`src/hdl/smul_pkg.sv`:
```
`default_nettype none
// Shared types, codes and helper functions of the signed multiply unit.
package smul_pkg;

	// Operation and operand size codes.
	typedef enum logic [1:0] {
		SZ_8  = 2'd0,
		SZ_16 = 2'd1,
		SZ_32 = 2'd2,
		SZ_64 = 2'd3
	} size_t;

	// Instruction forms.
	typedef enum logic {
		REQ_WIDEN = 1'b0,
		REQ_TRUNC = 1'b1
	} req_t;

	localparam int unsigned DATA_W      = 64;
	localparam int unsigned HALF_W      = DATA_W / 2;
	localparam int unsigned QUEUE_DEPTH = 2;
	localparam int unsigned QPTR_W      = $clog2(QUEUE_DEPTH);
	localparam int unsigned QCNT_W      = $clog2(QUEUE_DEPTH + 1);

	// Classified request as it travels from the front to the back.
	typedef struct packed {
		req_t              req_type;
		size_t             op_size;
		logic [DATA_W-1:0] a;
		logic [DATA_W-1:0] b;
	} cmd_t;

	// Sign-extend the low bits of a value selected by a size code.
	function automatic logic [DATA_W-1:0] sext(input logic [DATA_W-1:0] v, input size_t sz);
		logic [DATA_W-1:0] r;
		case (sz)
			SZ_8:    r = {{56{v[7]}}, v[7:0]};
			SZ_16:   r = {{48{v[15]}}, v[15:0]};
			SZ_32:   r = {{32{v[31]}}, v[31:0]};
			SZ_64:   r = v;
			default: r = v;
		endcase
		return r;
	endfunction

	// Mask of the low bits covered by a size code.
	function automatic logic [DATA_W-1:0] low_mask(input size_t sz);
		logic [DATA_W-1:0] r;
		case (sz)
			SZ_8:    r = {56'd0, 8'hFF};
			SZ_16:   r = {48'd0, 16'hFFFF};
			SZ_32:   r = {32'd0, 32'hFFFF_FFFF};
			SZ_64:   r = {DATA_W{1'b1}};
			default: r = {DATA_W{1'b1}};
		endcase
		return r;
	endfunction

endpackage
`default_nettype wire

```
`src/hdl/smul_front.sv`:
```
`default_nettype none
// Front end: accepts requests and sign-extends both operands by instruction form.
module smul_front (
	input  wire logic                      in_valid,
	output logic                           in_ready,
	input  wire logic                      req_type,
	input  wire logic [1:0]                op_size,
	input  wire logic [63:0]               operand_a,
	input  wire logic [63:0]               operand_b,
	input  wire logic [1:0]                a_size,
	input  wire logic [1:0]                b_size,
	output logic                           push,
	output smul_pkg::cmd_t                 push_cmd,
	input  wire logic                      q_ready
);
	import smul_pkg::*;

	size_t sz_a;
	size_t sz_b;

	// The truncating form extends each source from its own size; the widening
	// form takes both as signed values of the operation size.
	always_comb begin
		if (req_t'(req_type) == REQ_TRUNC) begin
			sz_a = size_t'(a_size);
			sz_b = size_t'(b_size);
		end else begin
			sz_a = size_t'(op_size);
			sz_b = size_t'(op_size);
		end
		push_cmd.req_type = req_t'(req_type);
		push_cmd.op_size  = size_t'(op_size);
		push_cmd.a        = sext(operand_a, sz_a);
		push_cmd.b        = sext(operand_b, sz_b);
	end

	// A request enters the queue whenever there is room.
	assign in_ready = q_ready;
	assign push     = in_valid & q_ready;

endmodule
`default_nettype wire

```
`config.mk`:
```
export PLATFORM = sky130hd
export DESIGN_NAME = smul_front
export DESIGN_NICKNAME = d
export VERILOG_FILES = /design/src/hdl/smul_pkg.sv /design/src/hdl/smul_front.sv
export SDC_FILE = /design/constraint.sdc
export NUM_CORES = 1
export LEC_CHECK = 0
export ABC_AREA = 1
export BUFFER_PORTS_ARGS = -buffer_cell sky130_fd_sc_hd__clkbuf_2
export CAP_MARGIN = 25
export CELL_PAD_IN_SITES_DETAIL_PLACEMENT = 2
export CELL_PAD_IN_SITES_GLOBAL_PLACEMENT = 2
export CORE_MARGIN = 4
export CORE_UTILIZATION = 11
export DETAILED_ROUTE_END_ITERATION = 6
export PLACE_DENSITY = 0.95
export SLEW_MARGIN = 25
export SYNTH_ARGS = -nofsm -noshare
export SYNTH_HDL_FRONTEND = slang
export SYNTH_SLANG_ARGS = --single-unit
```
`constraint.sdc`:
```
create_clock -name vclk -period 1.55
set_input_delay 0.2325 -clock vclk [all_inputs]
set_output_delay 0.2325 -clock vclk [all_outputs]
set_load 0.02 [all_outputs]
```
---- After elaboration in Yosys (flattened, before gate mapping) ----
Cells that the tools add are included.
storage, ports and cells
  word-level logic and storage cells ...... 13
  register bits after elaboration ......... 0
  output and inout port bits .............. 133
operators by class
  eq/ne operators ......................... 6
  bitwise logic cells ..................... 1
  reductions and logical operators ........ 2
  mux-type cells .......................... 4
operators with widths
  operator              count
  $pmux W64 S4          2
  $eq A2 B2 Y1 const B  4
  $eq A2 B1 Y1 const B  2
  $logic_not A2 Y1      2
  $mux W2               2
  $and A1 B1 Y1         1

---- Longest topological paths before layout ----
  depth in word-level cells ............... 3
  mapped depth ............................ 9

---- Worst setup path before layout ----
No wires, ideal clock.
  kind .................................... in2out
  start point ............................. input req_type
  end point ............................... output push_cmd[100] in the netlist's numbering
  path buffers ............................ 1
  arrival time ............................ 1,093 ps
  stages on the path ...................... 7
  slack ................................... 224 ps
  path through ............................ inv_2 nand2_4 nand2_4 nor2_1 nand2_1 clkbuf_1 nand3_1
RTL lines
  what             RTL line          RTL
  start, declared  smul_front.sv:6   input wire logic req_type,
  end, declared    smul_front.sv:13  output smul_pkg::cmd_t push_cmd,

==> results.json <==
{
  "outcome": "finished with violations",
  "violations": "negative setup slack",
  "die_w_um": 127,
  "cpMostUsedCell": "nand2_4",
  "slowest_stage": "clkbuf_8",
  "ys_types": 13,
  "diodes": 0,
  "drc": 0,
  "place_hpwl_um": 8690,
  "post-route-util_pct": 29.2,
  "leakage_nw": 2.35,
  "syn_avg_cell_area_um2": 5.11,
  "ios": 270,
  "grt_usage_pct": 12.6,
  "critPathKind": "in2out",
  "finalPower_mw": 2.41,
  "seq_area_frac_synth_pct": 0,
  "numPortBuffers": 242,
  "cp.arrival_ns": 1.39,
  "drive_above_1_share_pct": 65.2,
  "grt_pass1_vias": 3244,
  "hold_path_end": "push_cmd[4]",
  "dr.pass1.iters": 4,
  "tightest_slew_ns": 0.237,
  "synth_fp_nets": 442,
  "core_um2": 13900,
  "whs_path_depth": 0,
  "rows": 43,
  "fin_nets": 676,
  "seq_cell_count": 0,
  "ir_drop_uv": 202,
  "critPathMaxFanout": 8,
  "end_kind": "output port",
  "setup.worst_path.start_class": "input pin",
  "required_ns": 1.32,
  "hp-class": "in2out",
  "vias_per_cell": 4.37,
  "rsz0062_at_grt": "true",
  "clkbuf_count": 0,
  "min_from": "operand_b[4]",
  "final.fill_count": 1651,
  "design.die.area_um2": 16100,
  "fin_ws_ns": -0.0704,
  "drv_slew": 0,
  "min_period_over_period_pct": 105,
  "syn_area_um2": 1560,
  "crit_path_max_incr_delay_ns": 0.18,
  "drv_cap": 0,
  "grt_pass1_wl_um": 17100,
  "multi_input_area_um2": 1530,
  "finalCriticalPeriod_ns": 1.62,
  "area_delta_synth_final_pct": 160,
  "wire_per_inst_um": 19.1,
  "grt_overflow": 0,
  "grt_max_degree": 57,
  "area.sequential_um2": 0,
  "powerDensity_nw_per_um2": 594,
  "postRouteAntennaNets": 0,
  "hold_viol": 0,
  "syn_inst": 305,
  "crit_chain": "clkbuf_16, clkinv_8, nand2_8, nand2_4, buf_6, nand2_4, nand2_4, nand2_8, buf_12, nand3_1, clkbuf_8",
  "drt-total-wl_um": 13700,
  "slew_headroom_pct": 84.2,
  "antenna_found_initial": 0,
  "via_count": 3131,
  "gp_congestion": 0.734,
  "fmax_mhz": 617,
  "drtIter0Drc": 54,
  "setup_viol": 66,
  "fp.dieH_um": 127,
  "initial_core_util_pct": 11.2,
  "ys_warn_count": 0
}
stage by stage:
| stage | setup WS, ns | setup TNS, ns | hold WS (ns) | instances | instance area (um2) |
|---|---|---|---|---|---|
| 2_1_floorplan | 0.224 | 0 | 0.578 | 305 | 1560 |
| 3_3_place_gp | -0.196 | -12.79 | 0.465 | 700 | 2860 |
| 3_5_place_dp | -0.221 | -15.20 | 0.465 | 700 | 2860 |
| 4_1_cts | -0.0659 | -1.83 | 0.465 | 707 | 3290 |
| 5_1_grt | -0.138 | -7.98 | 0.465 | 717 | 4050 |
| 6_report | -0.0704 | -1.17 | 0.465 | 717 | 4050 |
kinds of logic after synthesis:
group           share of synthesized area (%)
simple gates                             67.2
buf+inv                                  27.6
compound gates                           5.14
power by group:
group	internal, mW	switching (mW)
logic	1.06	1.34
registers	0	0
clock network	0	0
critical path: cells and delay by family:
kind	cells	cell delay, ns
simple gates	6	0.47
buf+inv	5	0.67
cells in the final DEF, fill, tap and decap left out:
master | Yosys | final
nand2_1 | 125 | 107
buf_6 | 17 | 29
nand2_4 | 3 | 11
nand3_2 | 0 | 19
clkbuf_2 | 0 | 150
clkbuf_8 | 0 | 5
o21ai_2 | 0 | 1
clkbuf_4 | 0 | 4
inv_1 | 1 | 1
buf_2 | 8 | 30
nand3_1 | 96 | 64
clkbuf_16 | 0 | 9
buf_4 | 22 | 28
nand4_2 | 2 | 2
nand2_8 | 0 | 4
clkinv_8 | 0 | 1
o21ai_1 | 0 | 7
buf_8 | 0 | 18
buf_12 | 0 | 11
nand2_2 | 5 | 11
nor2_2 | 0 | 2
o21ai_0 | 16 | 8
nand3_4 | 0 | 13
inv_4 | 0 | 1
inv_8 | 0 | 1
cell type report:
type / count / area share (%)
multi-input combinational: 249 / 37.9
inverter: 4 / 0.927
timing repair buffer: 284 / 55.6
tap: 180 / 5.56
synth_stat cells:
cell        n  area [um2]
nand4_2     2        25.0
nor2_1      2        7.51
nand3_1    96         480
inv_2       3        11.3
inv_1       1        3.75
nand2_4     3        33.8
nand2_1   125         469
buf_4      22         165
clkbuf_1    5        18.8
buf_2       8        40.0
nand2_2     5        31.3
buf_6      17         191
o21ai_0    16        80.1
what timing repair did:
item,in CTS,in global routing
setup endpoints to repair,112,112
setup buffers,5,1
resized for setup,80,220
pin swaps,2,7
hold buffers,0,0
gates cloned,2,11
worst max-delay path by stage:
stage / startpoint / to / slack (ns) / cells after the start
2_1_floorplan: req_type / push_cmd[100] / 0.22 / 7
3_3_place_gp: req_type / push_cmd[50] / -0.20 / 11
3_5_place_dp: req_type / push_cmd[36] / -0.22 / 11
4_1_cts: req_type / push_cmd[39] / -0.07 / 12
5_1_grt: req_type / push_cmd[63] / -0.14 / 11
6_report: req_type / push_cmd[63] / -0.07 / 11
routing by layer:
| layer | wire [um] | up-vias | GRT usage [%] |
|---|---|---|---|
| li1 | - | 1453 | - |
| met1 | 4950 | 1488 | 13.6 |
| met2 | 7490 | 174 | 25.4 |
| met3 | 1070 | 16 | 3.05 |
| met4 | 204 | 0 | 1.07 |
| met5 | 0 | - | 0 |
Note: power is estimated with default switching activity, not from simulation.
