[config.mk]
export PLATFORM = sky130hd
export DESIGN_NAME = smul_queue
export DESIGN_NICKNAME = d
export VERILOG_FILES = /design/src/hdl/smul_pkg.sv /design/src/hdl/smul_queue.sv
export SDC_FILE = /design/constraint.sdc
export NUM_CORES = 1
export LEC_CHECK = 0
export BUFFER_PORTS_ARGS = -buffer_cell sky130_fd_sc_hd__buf_2
export CORE_MARGIN = 4
export CORE_UTILIZATION = 50
export DETAILED_ROUTE_END_ITERATION = 10
export GPL_TIMING_DRIVEN = 0
export PLACE_DENSITY = 0.83
export SKIP_CTS_REPAIR_TIMING = 1
export SYNTH_ARGS = -nofsm -noshare
export SYNTH_HDL_FRONTEND = slang
export SYNTH_SLANG_ARGS = --single-unit
[constraint.sdc]
create_clock -name clk -period 11 [get_ports clk]
set_clock_uncertainty 0.1 [all_clocks]
set_input_delay 1.1 -clock clk [delete_from_list [all_inputs] [get_ports clk]]
set_output_delay 1.1 -clock clk [all_outputs]
set_load 0.01 [all_outputs]
[src/hdl/smul_pkg.sv]
`default_nettype none
// Shared types, codes and helper functions of the signed multiply unit.
package smul_pkg;

	// Operation and operand size codes.
	typedef enum logic [1:0] {
		SZ_8  = 2'd0,
		SZ_16 = 2'd1,
		SZ_32 = 2'd2,
		SZ_64 = 2'd3
	} size_t;

	// Instruction forms.
	typedef enum logic {
		REQ_WIDEN = 1'b0,
		REQ_TRUNC = 1'b1
	} req_t;

	localparam int unsigned DATA_W      = 64;
	localparam int unsigned HALF_W      = DATA_W / 2;
	localparam int unsigned QUEUE_DEPTH = 2;
	localparam int unsigned QPTR_W      = $clog2(QUEUE_DEPTH);
	localparam int unsigned QCNT_W      = $clog2(QUEUE_DEPTH + 1);

	// Classified request as it travels from the front to the back.
	typedef struct packed {
		req_t              req_type;
		size_t             op_size;
		logic [DATA_W-1:0] a;
		logic [DATA_W-1:0] b;
	} cmd_t;

	// Sign-extend the low bits of a value selected by a size code.
	function automatic logic [DATA_W-1:0] sext(input logic [DATA_W-1:0] v, input size_t sz);
		logic [DATA_W-1:0] r;
		case (sz)
			SZ_8:    r = {{56{v[7]}}, v[7:0]};
			SZ_16:   r = {{48{v[15]}}, v[15:0]};
			SZ_32:   r = {{32{v[31]}}, v[31:0]};
			SZ_64:   r = v;
			default: r = v;
		endcase
		return r;
	endfunction

	// Mask of the low bits covered by a size code.
	function automatic logic [DATA_W-1:0] low_mask(input size_t sz);
		logic [DATA_W-1:0] r;
		case (sz)
			SZ_8:    r = {56'd0, 8'hFF};
			SZ_16:   r = {48'd0, 16'hFFFF};
			SZ_32:   r = {32'd0, 32'hFFFF_FFFF};
			SZ_64:   r = {DATA_W{1'b1}};
			default: r = {DATA_W{1'b1}};
		endcase
		return r;
	endfunction

endpackage
`default_nettype wire

[src/hdl/smul_queue.sv]
`default_nettype none
// Short request queue between the front end and the multiplier pipeline.
module smul_queue (
	input  wire logic           clk,
	input  wire logic           arst_n,
	input  wire logic           push,
	input  wire smul_pkg::cmd_t push_cmd,
	output logic                q_ready,
	input  wire logic           pop,
	output logic                q_valid,
	output smul_pkg::cmd_t      head_cmd
);
	import smul_pkg::*;

	cmd_t              entry_q [QUEUE_DEPTH];
	logic [QPTR_W-1:0] wr_ptr_q;
	logic [QPTR_W-1:0] rd_ptr_q;
	logic [QCNT_W-1:0] count_q;
	logic              do_push;
	logic              do_pop;

	assign q_ready  = (count_q != QCNT_W'(QUEUE_DEPTH));
	assign q_valid  = (count_q != '0);
	assign head_cmd = entry_q[rd_ptr_q];
	assign do_push  = push & q_ready;
	assign do_pop   = pop & q_valid;

	// Pointers and fill count.
	always_ff @(posedge clk or negedge arst_n) begin
		if (!arst_n) begin
			wr_ptr_q <= '0;
			rd_ptr_q <= '0;
			count_q  <= '0;
		end else begin
			if (do_push) begin
				wr_ptr_q <= (wr_ptr_q == QPTR_W'(QUEUE_DEPTH - 1)) ? '0 : wr_ptr_q + 1'b1;
			end
			if (do_pop) begin
				rd_ptr_q <= (rd_ptr_q == QPTR_W'(QUEUE_DEPTH - 1)) ? '0 : rd_ptr_q + 1'b1;
			end
			if (do_push && !do_pop) begin
				count_q <= count_q + 1'b1;
			end else if (do_pop && !do_push) begin
				count_q <= count_q - 1'b1;
			end
		end
	end

	// Entry storage.
	always_ff @(posedge clk) begin
		if (do_push) begin
			entry_q[wr_ptr_q] <= push_cmd;
		end
	end

endmodule
`default_nettype wire

After elaboration in Yosys (flattened, before gate mapping)
Memory sizes are Yosys's and may differ from the RTL's.
Cells that the tools add are included.
{"block": "classes", "n_reduce_logical": 6, "shift": 0, "bitwise": 2, "n_mul": 0, "muxes": 6, "order_cmp": 0, "n_eq_ne": 1, "add_sub_neg": 4, "n_div": 0}
{"op": "$mux W1", "n": 4}
{"op": "$mux W2", "n": 2}
{"op": "$reduce_bool A2 Y1", "n": 2}
{"op": "$add A1 B1 Y1 const B", "n": 2}
{"op": "$add A2 B1 Y2 const B", "n": 1}
{"op": "$and A1 B1 Y1", "n": 2}
{"op": "$logic_and A1 B1 Y1", "n": 2}
{"op": "$logic_not A1 Y1", "n": 2}
{"op": "$ne A2 B2 Y1 const B", "n": 1}
{"op": "$sub A2 B1 Y2 const B", "n": 1}
{"block": "totals", "latch_bits": 0, "reg_bits": 4, "output_inout_bits": 133, "n_memories": 1, "romBits": 0, "ramBits": 262, "inputBits": 135, "word_cells": 23}
{"name": "entry_q", "words": 2, "width": 131, "read_ports": 1, "rd_clocked_by_memory_dff": 0, "write_ports": 1, "line_no": "smul_queue.sv:15", "source": "cmd_t entry_q [QUEUE_DEPTH];"}

Longest topological paths before layout
Gate-level depths: netlist of the first run.
{"block": "depth", "depth_word": 6, "mapped_depth": 7, "depth_no_buf": 7}

Worst setup path before layout of the first run
Ideal clock, no wire load.
{"block": "synth_timing", "path_kind": "input port to flip-flop", "from": "in push", "to": "mem entry_q[0][0] in the netlist's numbering (enable)", "arrival_ns": 6.634, "required_ns": 10.277, "setup_ns": 0.623, "path_stages": 2, "path_slack_ns": 3.644, "n_path_buf": 0, "cell_sequence": "nand2_1 > nor2_1"}
{"block": "synth_between", "elab_chain_cells": 3}
{"element": "start: declaration", "line_no": "smul_queue.sv:6", "source": "input wire logic push,"}
{"element": "$and A1 B1 Y1", "line_no": "smul_queue.sv:25", "source": "assign do_push = push & q_ready;"}
{"element": "$mux W1", "line_no": "smul_queue.sv:51", "source": "if (do_push) begin"}
{"element": "$mux W1 (implied by the code)", "line_no": "smul_queue.sv:52", "source": "entry_q[wr_ptr_q] <= push_cmd;"}
{"element": "end: declaration", "line_no": "smul_queue.sv:15"}
Every way passes these cells.

==> results of run 1 <==
==> placed cells by master, fill, tap and decap left out, types with 3 or more instances in the layout <==
master	instances
sky130_fd_sc_hd__edfxtp_1	262
sky130_fd_sc_hd__clkbuf_16	27
sky130_fd_sc_hd__mux2_2	51
sky130_fd_sc_hd__mux2_4	80
sky130_fd_sc_hd__dfrtp_1	4
sky130_fd_sc_hd__diode_2	3
sky130_fd_sc_hd__clkinv_1	7
sky130_fd_sc_hd__buf_2	272
sky130_fd_sc_hd__buf_6	9
sky130_fd_sc_hd__buf_12	3
sky130_fd_sc_hd__xnor2_1	3
sky130_fd_sc_hd__clkbuf_1	4
sky130_fd_sc_hd__bufinv_16	4
sky130_fd_sc_hd__clkinv_2	6
==> logic make-up (layout without fill, tap and decap cells) <==
kind of cell,Yosys count,count (layout),share of synthesized area [%]
buffers and inverters,16,337,1.45
other,0,3,0
xor gates and xnor gates,5,5,0.439
and+or+nand+nor,7,7,0.339
DFF,266,266,79.8
muxes,131,131,17.8
adders and majority gates,1,1,0.125
==> flip-flops by register name, summed over array words and instances, names as in the netlist <==
| name | cells |
|---|---|
| count_q | 2 |
| entry_q | 262 |
| rd_ptr_q | 1 |
| wr_ptr_q | 1 |
==> final timing paths <==
path | start | end | slack (ps) | cells after the start
max | rd_ptr_q | head_cmd[50] | 7970 | 5
min | arst_n | count_q[1] | 280 | 1
max reg2reg | count_q[0] | entry_q[0][35] | 8470 | 5
min reg2reg | count_q[1] | count_q[1] | 410 | 1
max in group asynchronous | arst_n | count_q[0] | 10400 | 1
min in group clk | count_q[1] | count_q[1] | 410 | 1
==> cell type report <==
class                      instances  area (um^2)
sequential                       266         7970
fill                            1332         6890
multi-input combinational        144         1880
timing repair buffer             271         1420
clock buffer                      31          691
tap                              265          332
clock inverter                    19          193
buffer                            15          141
antenna                            3         7.51
inverter                           1         3.75
==> metal layers <==
layer	share of wire [%]	vias to the layer above	routed length (um)	GRT usage, %
met2	52	213	10100	30.1
met4	1.2	4	234	3.75
met5	0.11	-	21	0
met1	38	2459	7310	19.5
li1	-	2302	-	-
met3	8.8	22	1700	5.41
==> power groups by stage <==
| stage | combinational (mW) | sequential, mW | clock (mW) |
|---|---|---|---|
| after CTS | 1.13 | 1.45 | 0.914 |
| after floorplan | 0.728 | 1.49 | 0 |
| after global placement | 1.06 | 1.51 | 0 |
| final | 1.11 | 1.44 | 0.892 |
| after detailed placement | 1.12 | 1.47 | 0 |
| after global routing | 1.18 | 1.46 | 0.961 |
==> run summary, run 1 <==
By count the netlist is led by 262 x sky130_fd_sc_hd__edfxtp_1, 80 x sky130_fd_sc_hd__mux2_4, 51 x sky130_fd_sc_hd__mux2_2. Cells fill 64.7% of the core in the end. The count of endpoints failing hold in the final timing report came out at 0. In this run the remaining antenna-violating nets after routing total 0. Weighted congestion at the end of routability-driven global placement: 0.726.

Summed over all layers, the global routing overflow is 0. The run gives 970 uW as the switching power total. Library cell occupying the most area in the post-synthesis netlist: sky130_fd_sc_hd__edfxtp_1. Counting I/O delays and the setup requirement, the final critical path takes 3030 ps. The wire length of the first global-routing pass was 29.0 mm; the reported max-cap violation count was 0.

The area growth from synthesis to layout was 26.6%; the final clock period utilization by the worst path was 27.5%. Measured against its own limit, the worst slew margin works out to 29.6%. The die covers 0.0223 mm^2. After synthesis, the largest area contributor takes up 78.8% of total cell area. The run gives 1830 ps as the data arrival at the endpoint of the critical path. The power per standard cell area was 272 mW/mm^2. Clock-pin slew was measured on the worst setup and hold paths at 60 ps. The analysis attributes to cell leakage a power of 4.99 nW. The number of sinks driven by the clock tree was 266. The violation count after the first detailed-route iteration came out at 233. The smallest setup slack after layout was 7970 ps; the clock insertion delay at the later pin of the skew report was 510 ps. In this run the count of I/O pins placed on the die edge is 268.

For the total setup violations reported at the end of the flow, the log shows 0. The fraction of final layout cells sized beyond drive strength 1 is 61.4%. Proportion of power drawn by combinational gates: 32.1%. Sort of element at the end of the critical path: an output pin. The number of non-filler instances in the completed layout is 1,015, and the number of global-route vias before repair is 5,411.

The number of different library cells used by synthesis comes to 16. Detail-routed via count per cell: 4.93. On the final layout, the worst hold slack is 284 ps. The flow ran to the end, and the final reports show no timing, DRC or antenna violations.

The initial utilization of the core area, before any placement, comes to 51.1%. The floorplan row count was 51. Number of synthesized flops with an enable pin: 262. Sorting the synthesized cells by area gives the leading types as sky130_fd_sc_hd__edfxtp_1 79%, sky130_fd_sc_hd__mux2_4 12%, sky130_fd_sc_hd__mux2_2 5.8%. CTS placed an instance of sky130_fd_sc_hd__clkbuf_16 at the clock tree root. The run gives 13.5 mm as the HPWL after detailed placement.

During placement, the flow inserted port buffers numbering 267. The buffers plus inverters on the worst setup path is 4. Setup repair after global routing left no endpoint under its margin.

The start-to-end type of the worst setup path is flop to output pin. Once layout is done, the placed cells without fillers occupy 0.0126 mm^2. Sequential cells were found to cover 79.8% of the synthesized design area. The part of the power in registers was 41.9%; the total wirelength of the detailed-routed design was 19.4 mm. For the pin with the worst max-slew slack, the measured transition is 1050 ps. The logs give 27 for the TritonCTS buffer count and 0.194 mV for the worst vdd rail ir drop. The tools report the net count of the mapped netlist as 562. In this run the vertical extent of the chip is 149 um. The run gives 25.9% as the clock group share of total power. For the setup slack at placement, the log shows 7810 ps. The internal portion of the total power is 2.47 mW. After detailed routing, the average wire length per cell comes to 19.1 um. The worst-case clock buffer depth was 3. For this run, the top clock speed supported by timing is 0.330 GHz.

In this run the mean area of a mapped cell was 23.4 um^2. Before antenna repair, the detailed router went through 4 iterations. The tools report the overall via count from detail_route as 5,000. In this run the cell area measured after placement is 0.0117 mm^2. In this run the horizontal extent of the chip is 149 um.

Entering global routing, the biggest net connects 67 pins. The most numerous cell on the critical path was sky130_fd_sc_hd__buf_6. Yosys instantiated no cell more often than sky130_fd_sc_hd__edfxtp_1.

Instance count after placement with tap cells included: 962. The core region is 0.0195 mm^2. Largest delay contributor family on the critical path: buffers and inverters. The tools report the synthesized instance count as 426.

For this run, design rule violations remaining after detail routing come to 0. The class of the tightest hold or removal check is input port to asynchronous set/reset pin. Walking the worst path, the cells encountered are buf_6, buf_8, buf_6, mux2_4, buf_2. The total power of the final layout was 3.44 mW.

TritonCTS built the clock tree. The tools report the summed negative setup slack over all endpoints as 0 ps. The maximum level of the CTS H-tree was 1; the proportion of register bits with asynchronous set or reset after synthesis was 1.50%.

Synthesis inferred 266 register bits. The fraction of power spent switching nets works out to 28.2%. On the worst path, the slowest cell contributes a delay of 330 ps.

The total count of max-transition violations in the final report came out at 0. The total routing usage reported by global routing was 16.7%. The tools report the number of antenna violations at the first check in global routing as 3. STA classifies the critical path startpoint as a flop. The net total in the final layout was 862. Of all nets on the critical path, the largest fanout is 10. STA puts the critical path data required time at 9800 ps. The summed instance area of the synthesized netlist was 0.00998 mm^2; the total number of yosys warnings was 0. Most used flip-flop cell after synthesis: sky130_fd_sc_hd__edfxtp_1. Among all stages on the critical path, the largest delay is contributed by sky130_fd_sc_hd__dfrtp_1.
Power figures use the tool's default switching activity.
==> run 2: changes to the inputs <==
clock period = 3.1 ns   (was 11 ns; I/O delays follow)
==> run 2 against run 1 <==
  * First-iteration DRC count increased by 27%
  * Largest cell class unchanged
  * Non-clock buffer count up 135
  * Flip-flop and latch count did not move
  * Critical endpoint is now head_cmd[46]
  * Utilization rose by 7.2 points
==> run summary, run 2 (synthesized netlist as in run 1, its figures left out) <==
The run finished with clean final reports. The transition time at the pin with the least slew margin was 771 ps (-282 ps). For this run, the top clock speed supported by timing is 0.445 GHz. Class of the tightest hold or removal check: input port to flop. The width of the die works out to 149 um (unchanged). The count of boundary I/O pins is 268 (unchanged). Among the stages of the critical path, the cell type that occurs most often is sky130_fd_sc_hd__buf_6. Number of flip-flops in the largest register: 262 (unchanged). The buffers plus inverters on the worst setup path is 4 (unchanged), and the reported max-cap violation count is 0 (unchanged).

The largest delay contributor family on the critical path is buffers and inverters. Root buffer cell: sky130_fd_sc_hd__clkbuf_16. The end-of-flow core utilization is 71.9% (+7.2 points). Routed signal wires occupy layers up through met4. The data arrival at the endpoint of the critical path was 1840 ps (about the same); the proportion of power drawn by combinational gates was 33.4% (+1.3 points). The worst vdd rail ir drop was 0.614 mV (+220%); the highest fanout seen on the critical path was 10 (unchanged).

For the switching power total, the log shows 3.65 mW (+280%). The detail-routed via count per cell is 4.93 (about the same), and the leakage power figure is 5.57 nW (+12%). For the part of the power in registers, the log shows 40.8% (-1.1 points). The clock input transition at the sequential cells of the worst setup and hold paths was 50 ps (about the same). The fraction of power spent switching nets is 29.0% (+0.78 points), and the relative slew slack is 48.5% (+19 points).

For the worst-case hold slack, the log shows 15.2 ps (-269 ps). The tools report the kind of start point of the critical path as a flop. The internal cell power is 8.96 mW (+260%), and the total wirelength of the detailed-routed design is 23.1 mm (+19%). For the clock insertion delay at the later pin of the skew report, the log shows 520 ps (about the same). The tools report the effective utilization at floorplan as 51.1% (unchanged).

The HPWL after detailed placement was 13.6 mm (+1.3%); the summed negative setup slack over all endpoints was 0 ps (unchanged). Leaving out fill and tap cells, the most frequent cell in the layout is sky130_fd_sc_hd__buf_2. The tools report the count of endpoints failing hold in the final timing report as 0 (unchanged). Setup repair after global routing left no endpoint under its margin. In the finished design, the share of the clock period the worst path needs comes to 72.5%. Compared with the post-synthesis result, the final layout area differs by 40.8%. The number of search-and-repair iterations in the first detailed-routing pass is 4 (unchanged), and the number of port buffers is 267 (unchanged).

The number of antenna violations at the first check in global routing is 1 (-2), and the wire length of the first global-routing pass is 29.2 mm (+0.79%). For the count of filler cells inserted in the layout, the log shows 1,193 (-10%). Ranked by flip-flop count, first place goes to entry_q. The tools report the amount of wire on met3 after detailed routing as 1.64 mm (-3.1%). Clock group share of total power: 25.8% (about the same).

In the layout the commonest cells are 272 x sky130_fd_sc_hd__buf_2, 262 x sky130_fd_sc_hd__edfxtp_1, 133 x sky130_fd_sc_hd__dlygate4sd3_1. The number of global-route vias before repair was 5,492 (+1.5%). The average routed wire per standard cell works out to 20.1 um (+5.6%).

The largest registers in the layout are entry_q x262, count_q x2. For the violation count after the first detailed-route iteration, the log shows 296 (+27%). For the die footprint, the log shows 0.0223 mm^2 (unchanged). The clock period minus final worst setup slack works out to 2250 ps. The tools report the pin count of the biggest net entering global routing as 55 (-18%).

The critical path goes through buf_6, buf_8, buf_6, mux2_4, buf_2. The total setup violations reported at the end of the flow was 0 (unchanged). The start-to-end type of the worst setup path is flop to output pin. The total DRC errors in the routed layout came out at 0 (unchanged).

The delay of the slowest cell on the worst path is 340 ps (about the same). The total routing usage reported by global routing was 16.8% (+0.12 points). Fraction of final layout cells sized beyond drive strength 1: 52.5% (-9.0 points). The total global routing overflow was 0 (unchanged).

The overall via count from detail_route is 5,655 (+13%). The logs give 266 (unchanged) for the number of sinks driven by the clock tree and 0.0195 mm^2 (unchanged) for the area inside the core boundary. The met2 layer wire length in the routed design came out at 12.5 mm (+24%). Sort of element at the end of the critical path: an output pin.

For the required time reported for the critical path endpoint, the log shows 2690 ps (-7110 ps). TritonCTS buffer count: 28 (+3.7%). The tools report the weighted congestion at the end of routability-driven global placement as 0.731 (+0.70%). The routed length on met1 is 8.62 mm (+18%).

The cell type of the slowest stage on the worst timing path is sky130_fd_sc_hd__dfrtp_1. The total count of max-transition violations in the final report was 0 (unchanged); the net total in the final layout was 998 (+16%). The number of nets with antenna violations after detailed routing is 0 (unchanged), and the worst-case clock buffer depth is 3 (unchanged). TritonCTS built the clock tree. The tools report the floorplan row count as 51 (unchanged).

The power per standard cell area is 898 mW/mm^2 (+230%), and the overall die height is 149 um (unchanged). The tools report the maximum level of the CTS H-tree as 1 (unchanged).
[run 2: changes by cell type in the layout (fill, tap and decap cells not counted), moves of 2 or more]
cell	before	now
sky130_fd_sc_hd__diode_2	3	1
sky130_fd_sc_hd__clkinv_4	0	2
sky130_fd_sc_hd__clkbuf_16	27	29
sky130_fd_sc_hd__dlygate4sd3_1	0	133
sky130_fd_sc_hd__clkinv_2	6	3
[run 2: layout make-up]
| type | instances | area [um^2] | share of cell area [%] |
|---|---|---|---|
| Sequential cell | 266 | 7970 | 56.7 |
| Timing Repair Buffer | 406 | 2800 | 20.0 |
| Multi-Input combinational cell | 144 | 1890 | 13.5 |
| Clock buffer | 34 | 744 | 5.30 |
| Tap cell | 265 | 332 | 2.36 |
| Clock inverter | 16 | 160 | 1.14 |
| Buffer | 15 | 141 | 1.01 |
| Inverter | 1 | 3.75 | 0.0267 |
| Antenna cell | 1 | 2.50 | 0.0178 |
[run 2: per-layer routing]
layer | track usage (%) | vias to the layer above
met5 | 0 | -
met4 | 4.26 | 0
met2 | 30.4 | 242
li1 | - | 2568
met1 | 20.0 | 2809
met3 | 4.56 | 36
[run 2: worst paths after layout]
check	start	end	slack, ps	depth (start not counted)
worst min-delay path	pop	rd_ptr_q	20	3
max in group asynchronous	arst_n	count_q[1]	2730	2
min in group asynchronous	arst_n	count_q[0]	30	2
worst max-delay path	rd_ptr_q	head_cmd[46]	850	5
worst min register to register	count_q[1]	count_q[1]	460	1
worst max register to register	count_q[0]	entry_q[0][41]	900	5
[run 2: worst reg2reg max path, cell delays in order (launching register included)]
cell,delay (ps)
sky130_fd_sc_hd__dfrtp_1,420
sky130_fd_sc_hd__nand2b_4,180
sky130_fd_sc_hd__nand2_4,70
sky130_fd_sc_hd__nor2_4,620
sky130_fd_sc_hd__buf_12,270
sky130_fd_sc_hd__buf_12,210
[run 2: power by group through the flow]
| stage | registers [mW] | clock network [mW] | logic, mW |
|---|---|---|---|
| floorplan | 5.17 | 0 | 2.60 |
| global route | 5.20 | 3.48 | 4.47 |
| detailed placement | 5.20 | 0 | 4.05 |
| global placement | 5.22 | 0 | 3.80 |
| finish | 5.15 | 3.26 | 4.21 |
| CTS | 5.13 | 3.31 | 4.07 |
[run 2: stage by stage]
| step | instances | area, um^2 | setup slack, ps | power [mW] |
|---|---|---|---|---|
| finish | 1148 | 14000 | 854 | 12.6 |
| global route | 1148 | 14000 | 764 | 13.2 |
| CTS | 1014 | 12700 | 791 | 12.5 |
| detailed placement | 964 | 11800 | 923 | 9.24 |
| global placement | 958 | 11700 | -819 | 9.03 |
| floorplan | 426 | 10000 | 18.3 | 7.77 |
==> run 3: changes to the inputs <==
clock period = 2.3 ns   (was 3.1 ns; I/O delays follow)
==> run 3 against run 2 <==
  * Sequential power increased by 35%
  * Clock power increased by 29%
  * Count of clock-buffer cells in the layout decreased by 4
  * First-iteration DRC count increased by 8.4%
==> run summary, run 3 (synthesized netlist as in run 1, its figures left out) <==
The tools report the sort of element at the end of the critical path as an output pin. Most common cell after layout, fill and taps aside: sky130_fd_sc_hd__buf_2. The area growth from synthesis to layout is 40.7% (about the same).

The run gives 0 (unchanged) as the total count of max-transition violations in the final report. The kind of start point of the critical path is a flop. The total DRC errors in the routed layout came out at 0 (unchanged). Setup repair after global routing left no endpoint under its margin.

Launch instance of the worst min-delay path: push_cmd[92]. The tools report the total power of the final layout as 16.8 mW (+34%). The run gives 3 (unchanged) as the worst-case clock buffer depth. The clock period could shrink to 2180 ps.

The critical path goes through buf_6, buf_8, buf_6, mux2_4, buf_2. The number of port buffers is 267 (unchanged), and the maximum level of the CTS H-tree is 1 (unchanged). Design area: 0.0140 mm^2 (about the same).

The logs give 16.8% (-0.047 points) for the total routing usage reported by global routing and 0 (unchanged) for the count of endpoints failing hold in the final timing report. The TritonCTS buffer count is 27 (-3.6%). The run gives 290 ps (-610 ps) as the flop-to-flop setup slack. The critical path is of the flop to output pin type. The total setup violations reported at the end of the flow came out at 0 (unchanged). The switching power total is 4.91 mW (+34%). The path with the worst hold slack has its endpoint at entry_q[0][92].

The number of search-and-repair iterations in the first detailed-routing pass is 4 (unchanged). The largest registers in the layout are entry_q x262, count_q x2. TritonCTS built the clock tree. The power per standard cell area is 1200 mW/mm^2 (+34%).

The worst vdd rail ir drop came out at 0.751 mV (+22%). The number of diodes was 0 (-1). The post-place instance area came out at 0.0118 mm^2 (+0.13%). The run gives 19.9% (-0.038 points) as the global routing met1 resource utilization.

The area inside the core boundary came out at 0.0195 mm^2 (unchanged). The hold-critical path depth was 2 (-1). The net total in the final layout is 1,000 (+0.20%), and the overall die height is 149 um (unchanged). Of the available clock period, the critical path in the final layout requires 94.7%. Relative slew slack: 53.8% (+5.3 points). The violation count after the first detailed-route iteration is 321 (+8.4%), and the required time reported for the critical path endpoint is 1970 ps (-720 ps). Count of boundary I/O pins: 268 (unchanged). Cell type of the slowest stage on the worst timing path: sky130_fd_sc_hd__dfrtp_1.

The logs give 51 (unchanged) for the floorplan row count and 33.8% (+0.4 points) for the proportion of power drawn by combinational gates. The cell sitting at the root of the clock tree is a sky130_fd_sc_hd__clkbuf_16. Among the stages of the critical path, the cell type that occurs most often is sky130_fd_sc_hd__buf_6. The global routing stage identified its most utilized layer as met2.

The logs give 964 (unchanged) for the instance count after placement with tap cells included and 11.9 mW (+33%) for the internal cell power. The run gives 0 (unchanged) as the total global routing overflow. The startpoint of the worst register-to-register path is count_q[0].

The logs give 266 (unchanged) for the number of sinks driven by the clock tree and 520 ps (about the same) for the clock insertion delay at the later pin of the skew report. Number of global-route vias before repair: 5,456 (-0.66%). The met2 track utilization from global routing was 30.0% (-0.43 points). Number of antenna violations at the first check in global routing: 0 (-1).

The pin count of the biggest net entering global routing was 57 (+3.6%). The maximum clock frequency was 0.459 GHz; the smallest setup slack after layout was 122 ps (-732 ps). The worst register-to-register path ends at entry_q[0][28].

The logs give 1850 ps (about the same) for the data arrival at the endpoint of the critical path and 0.715 (-2.2%) for the weighted congestion at the end of routability-driven global placement. The clock input transition at the sequential cells of the worst setup and hold paths was 60 ps (about the same); the total wirelength of the detailed-routed design was 23.2 mm (+0.22%). The fraction of power spent switching nets was 29.1% (+0.16 points); the overall via count from detail_route was 5,630 (-0.44%). The HPWL after detailed placement was 13.8 mm (+0.84%); the number of non-filler instances in the completed layout was 1,150 (+0.17%).

The width of the die came out at 149 um (unchanged). The met3 usage in global routing came out at 4.65% (+0.091 points). The number of flip-flops in the largest register is 262 (unchanged), and the average routed wire per standard cell is 20.1 um (about the same).

The tools report the number of nets with antenna violations after detailed routing as 0 (unchanged). The clock group share of total power is 25.1% (-0.7 points), and the reported max-cap violation count is 0 (unchanged). For the effective utilization at floorplan, the log shows 51.1% (unchanged).

The wire length of the first global-routing pass came out at 29.3 mm (+0.14%). The register ranked first by flip-flop count is entry_q. The class of the tightest hold or removal check is input port to flop. The flow ran to the end, and the final reports show no timing, DRC or antenna violations.

The delay of the slowest cell on the worst path was 340 ps (about the same); the highest fanout seen on the critical path was 10 (unchanged). The run gives 332 ps (+317 ps) as the worst-case hold slack. The cell count of the worst reg-to-reg path was 5 (unchanged).

The tools report the setup slack at placement as 52.0 ps (-871 ps). Leaving out fill and tap cells, the most frequent cells in the layout are 272 x sky130_fd_sc_hd__buf_2, 262 x sky130_fd_sc_hd__edfxtp_1, 135 x sky130_fd_sc_hd__dlygate4sd3_1. The part of the power in registers was 41.2% (+0.4 points); the die footprint was 0.0223 mm^2 (unchanged). Fraction of final layout cells sized beyond drive strength 1: 52.1% (-0.40 points). The tools report the leakage power figure as 5.57 nW (about the same). The detail-routed via count per cell was 4.90 (-0.62%); the transition time at the pin with the least slew margin was 692 ps (-79.0 ps).
run 3: cell count changes in the layout (fill, tap and decap cells not counted):
| cell | before | now |
|---|---|---|
| sky130_fd_sc_hd__clkbuf_16 | 29 | 27 |
| sky130_fd_sc_hd__diode_2 | 1 | 0 |
| sky130_fd_sc_hd__clkinv_1 | 6 | 11 |
| sky130_fd_sc_hd__buf_12 | 4 | 2 |
| sky130_fd_sc_hd__buf_16 | 2 | 4 |
| sky130_fd_sc_hd__nor2_2 | 0 | 1 |
| sky130_fd_sc_hd__clkinv_4 | 2 | 1 |
| sky130_fd_sc_hd__clkinvlp_4 | 2 | 1 |
| sky130_fd_sc_hd__inv_6 | 0 | 1 |
| sky130_fd_sc_hd__dlygate4sd3_1 | 133 | 135 |
| sky130_fd_sc_hd__clkbuf_1 | 5 | 3 |
run 3: critical path, delay by kind of cell (launching register included):
kind	cells	cell delay, ps
DFF	1	340
buffers and inverters	4	640
muxes	1	330
run 3: final cells by class:
cell class | instances | area, um^2
inverter | 1 | 3.75
tap | 265 | 332
fill | 1149 | 5490
timing repair buffer | 408 | 2840
clock inverter | 20 | 171
buffer | 15 | 141
sequential | 266 | 7970
multi-input combinational | 145 | 1900
clock buffer | 30 | 687
run 3: routing by layer:
metal / up-vias / share of wire, %
met2: 245 / 56
met3: 29 / 7.0
met4: 0 / 1.4
li1: 2577 / -
met5: - / 0
met1: 2779 / 36
run 3: per-stage QoR:
stage                     util [%]  TNS (ps)
after global routing          71.9         0
final                         71.9         0
after detailed placement      60.6         0
after global placement        59.8   -350650
after CTS                     64.9         0
after floorplan                  -   -160860
run 3: how the worst max path moves through the flow:
| stage | startpoint | slack (ps) | depth (start not counted) | to |
|---|---|---|---|---|
| 2_1_floorplan | count_q[0] | -780 | 3 | entry_q[0][0] |
| 3_3_place_gp | count_q[0] | -1590 | 3 | entry_q[0][28] |
| 3_5_place_dp | count_q[0] | 50 | 5 | entry_q[0][90] |
| 4_1_cts | count_q[0] | 40 | 5 | entry_q[0][22] |
| 5_1_grt | rd_ptr_q | 30 | 5 | head_cmd[83] |
| 6_report | rd_ptr_q | 120 | 5 | head_cmd[83] |
run 3: power by group through the flow:
stage / combinational, mW / clock (mW) / sequential (mW)
floorplan: 3.51 / 0 / 6.97
global placement: 5.13 / 0 / 7.04
detailed placement: 5.48 / 0 / 7.01
CTS: 5.50 / 4.29 / 6.92
global route: 6.05 / 4.54 / 7.03
finish: 5.69 / 4.22 / 6.94
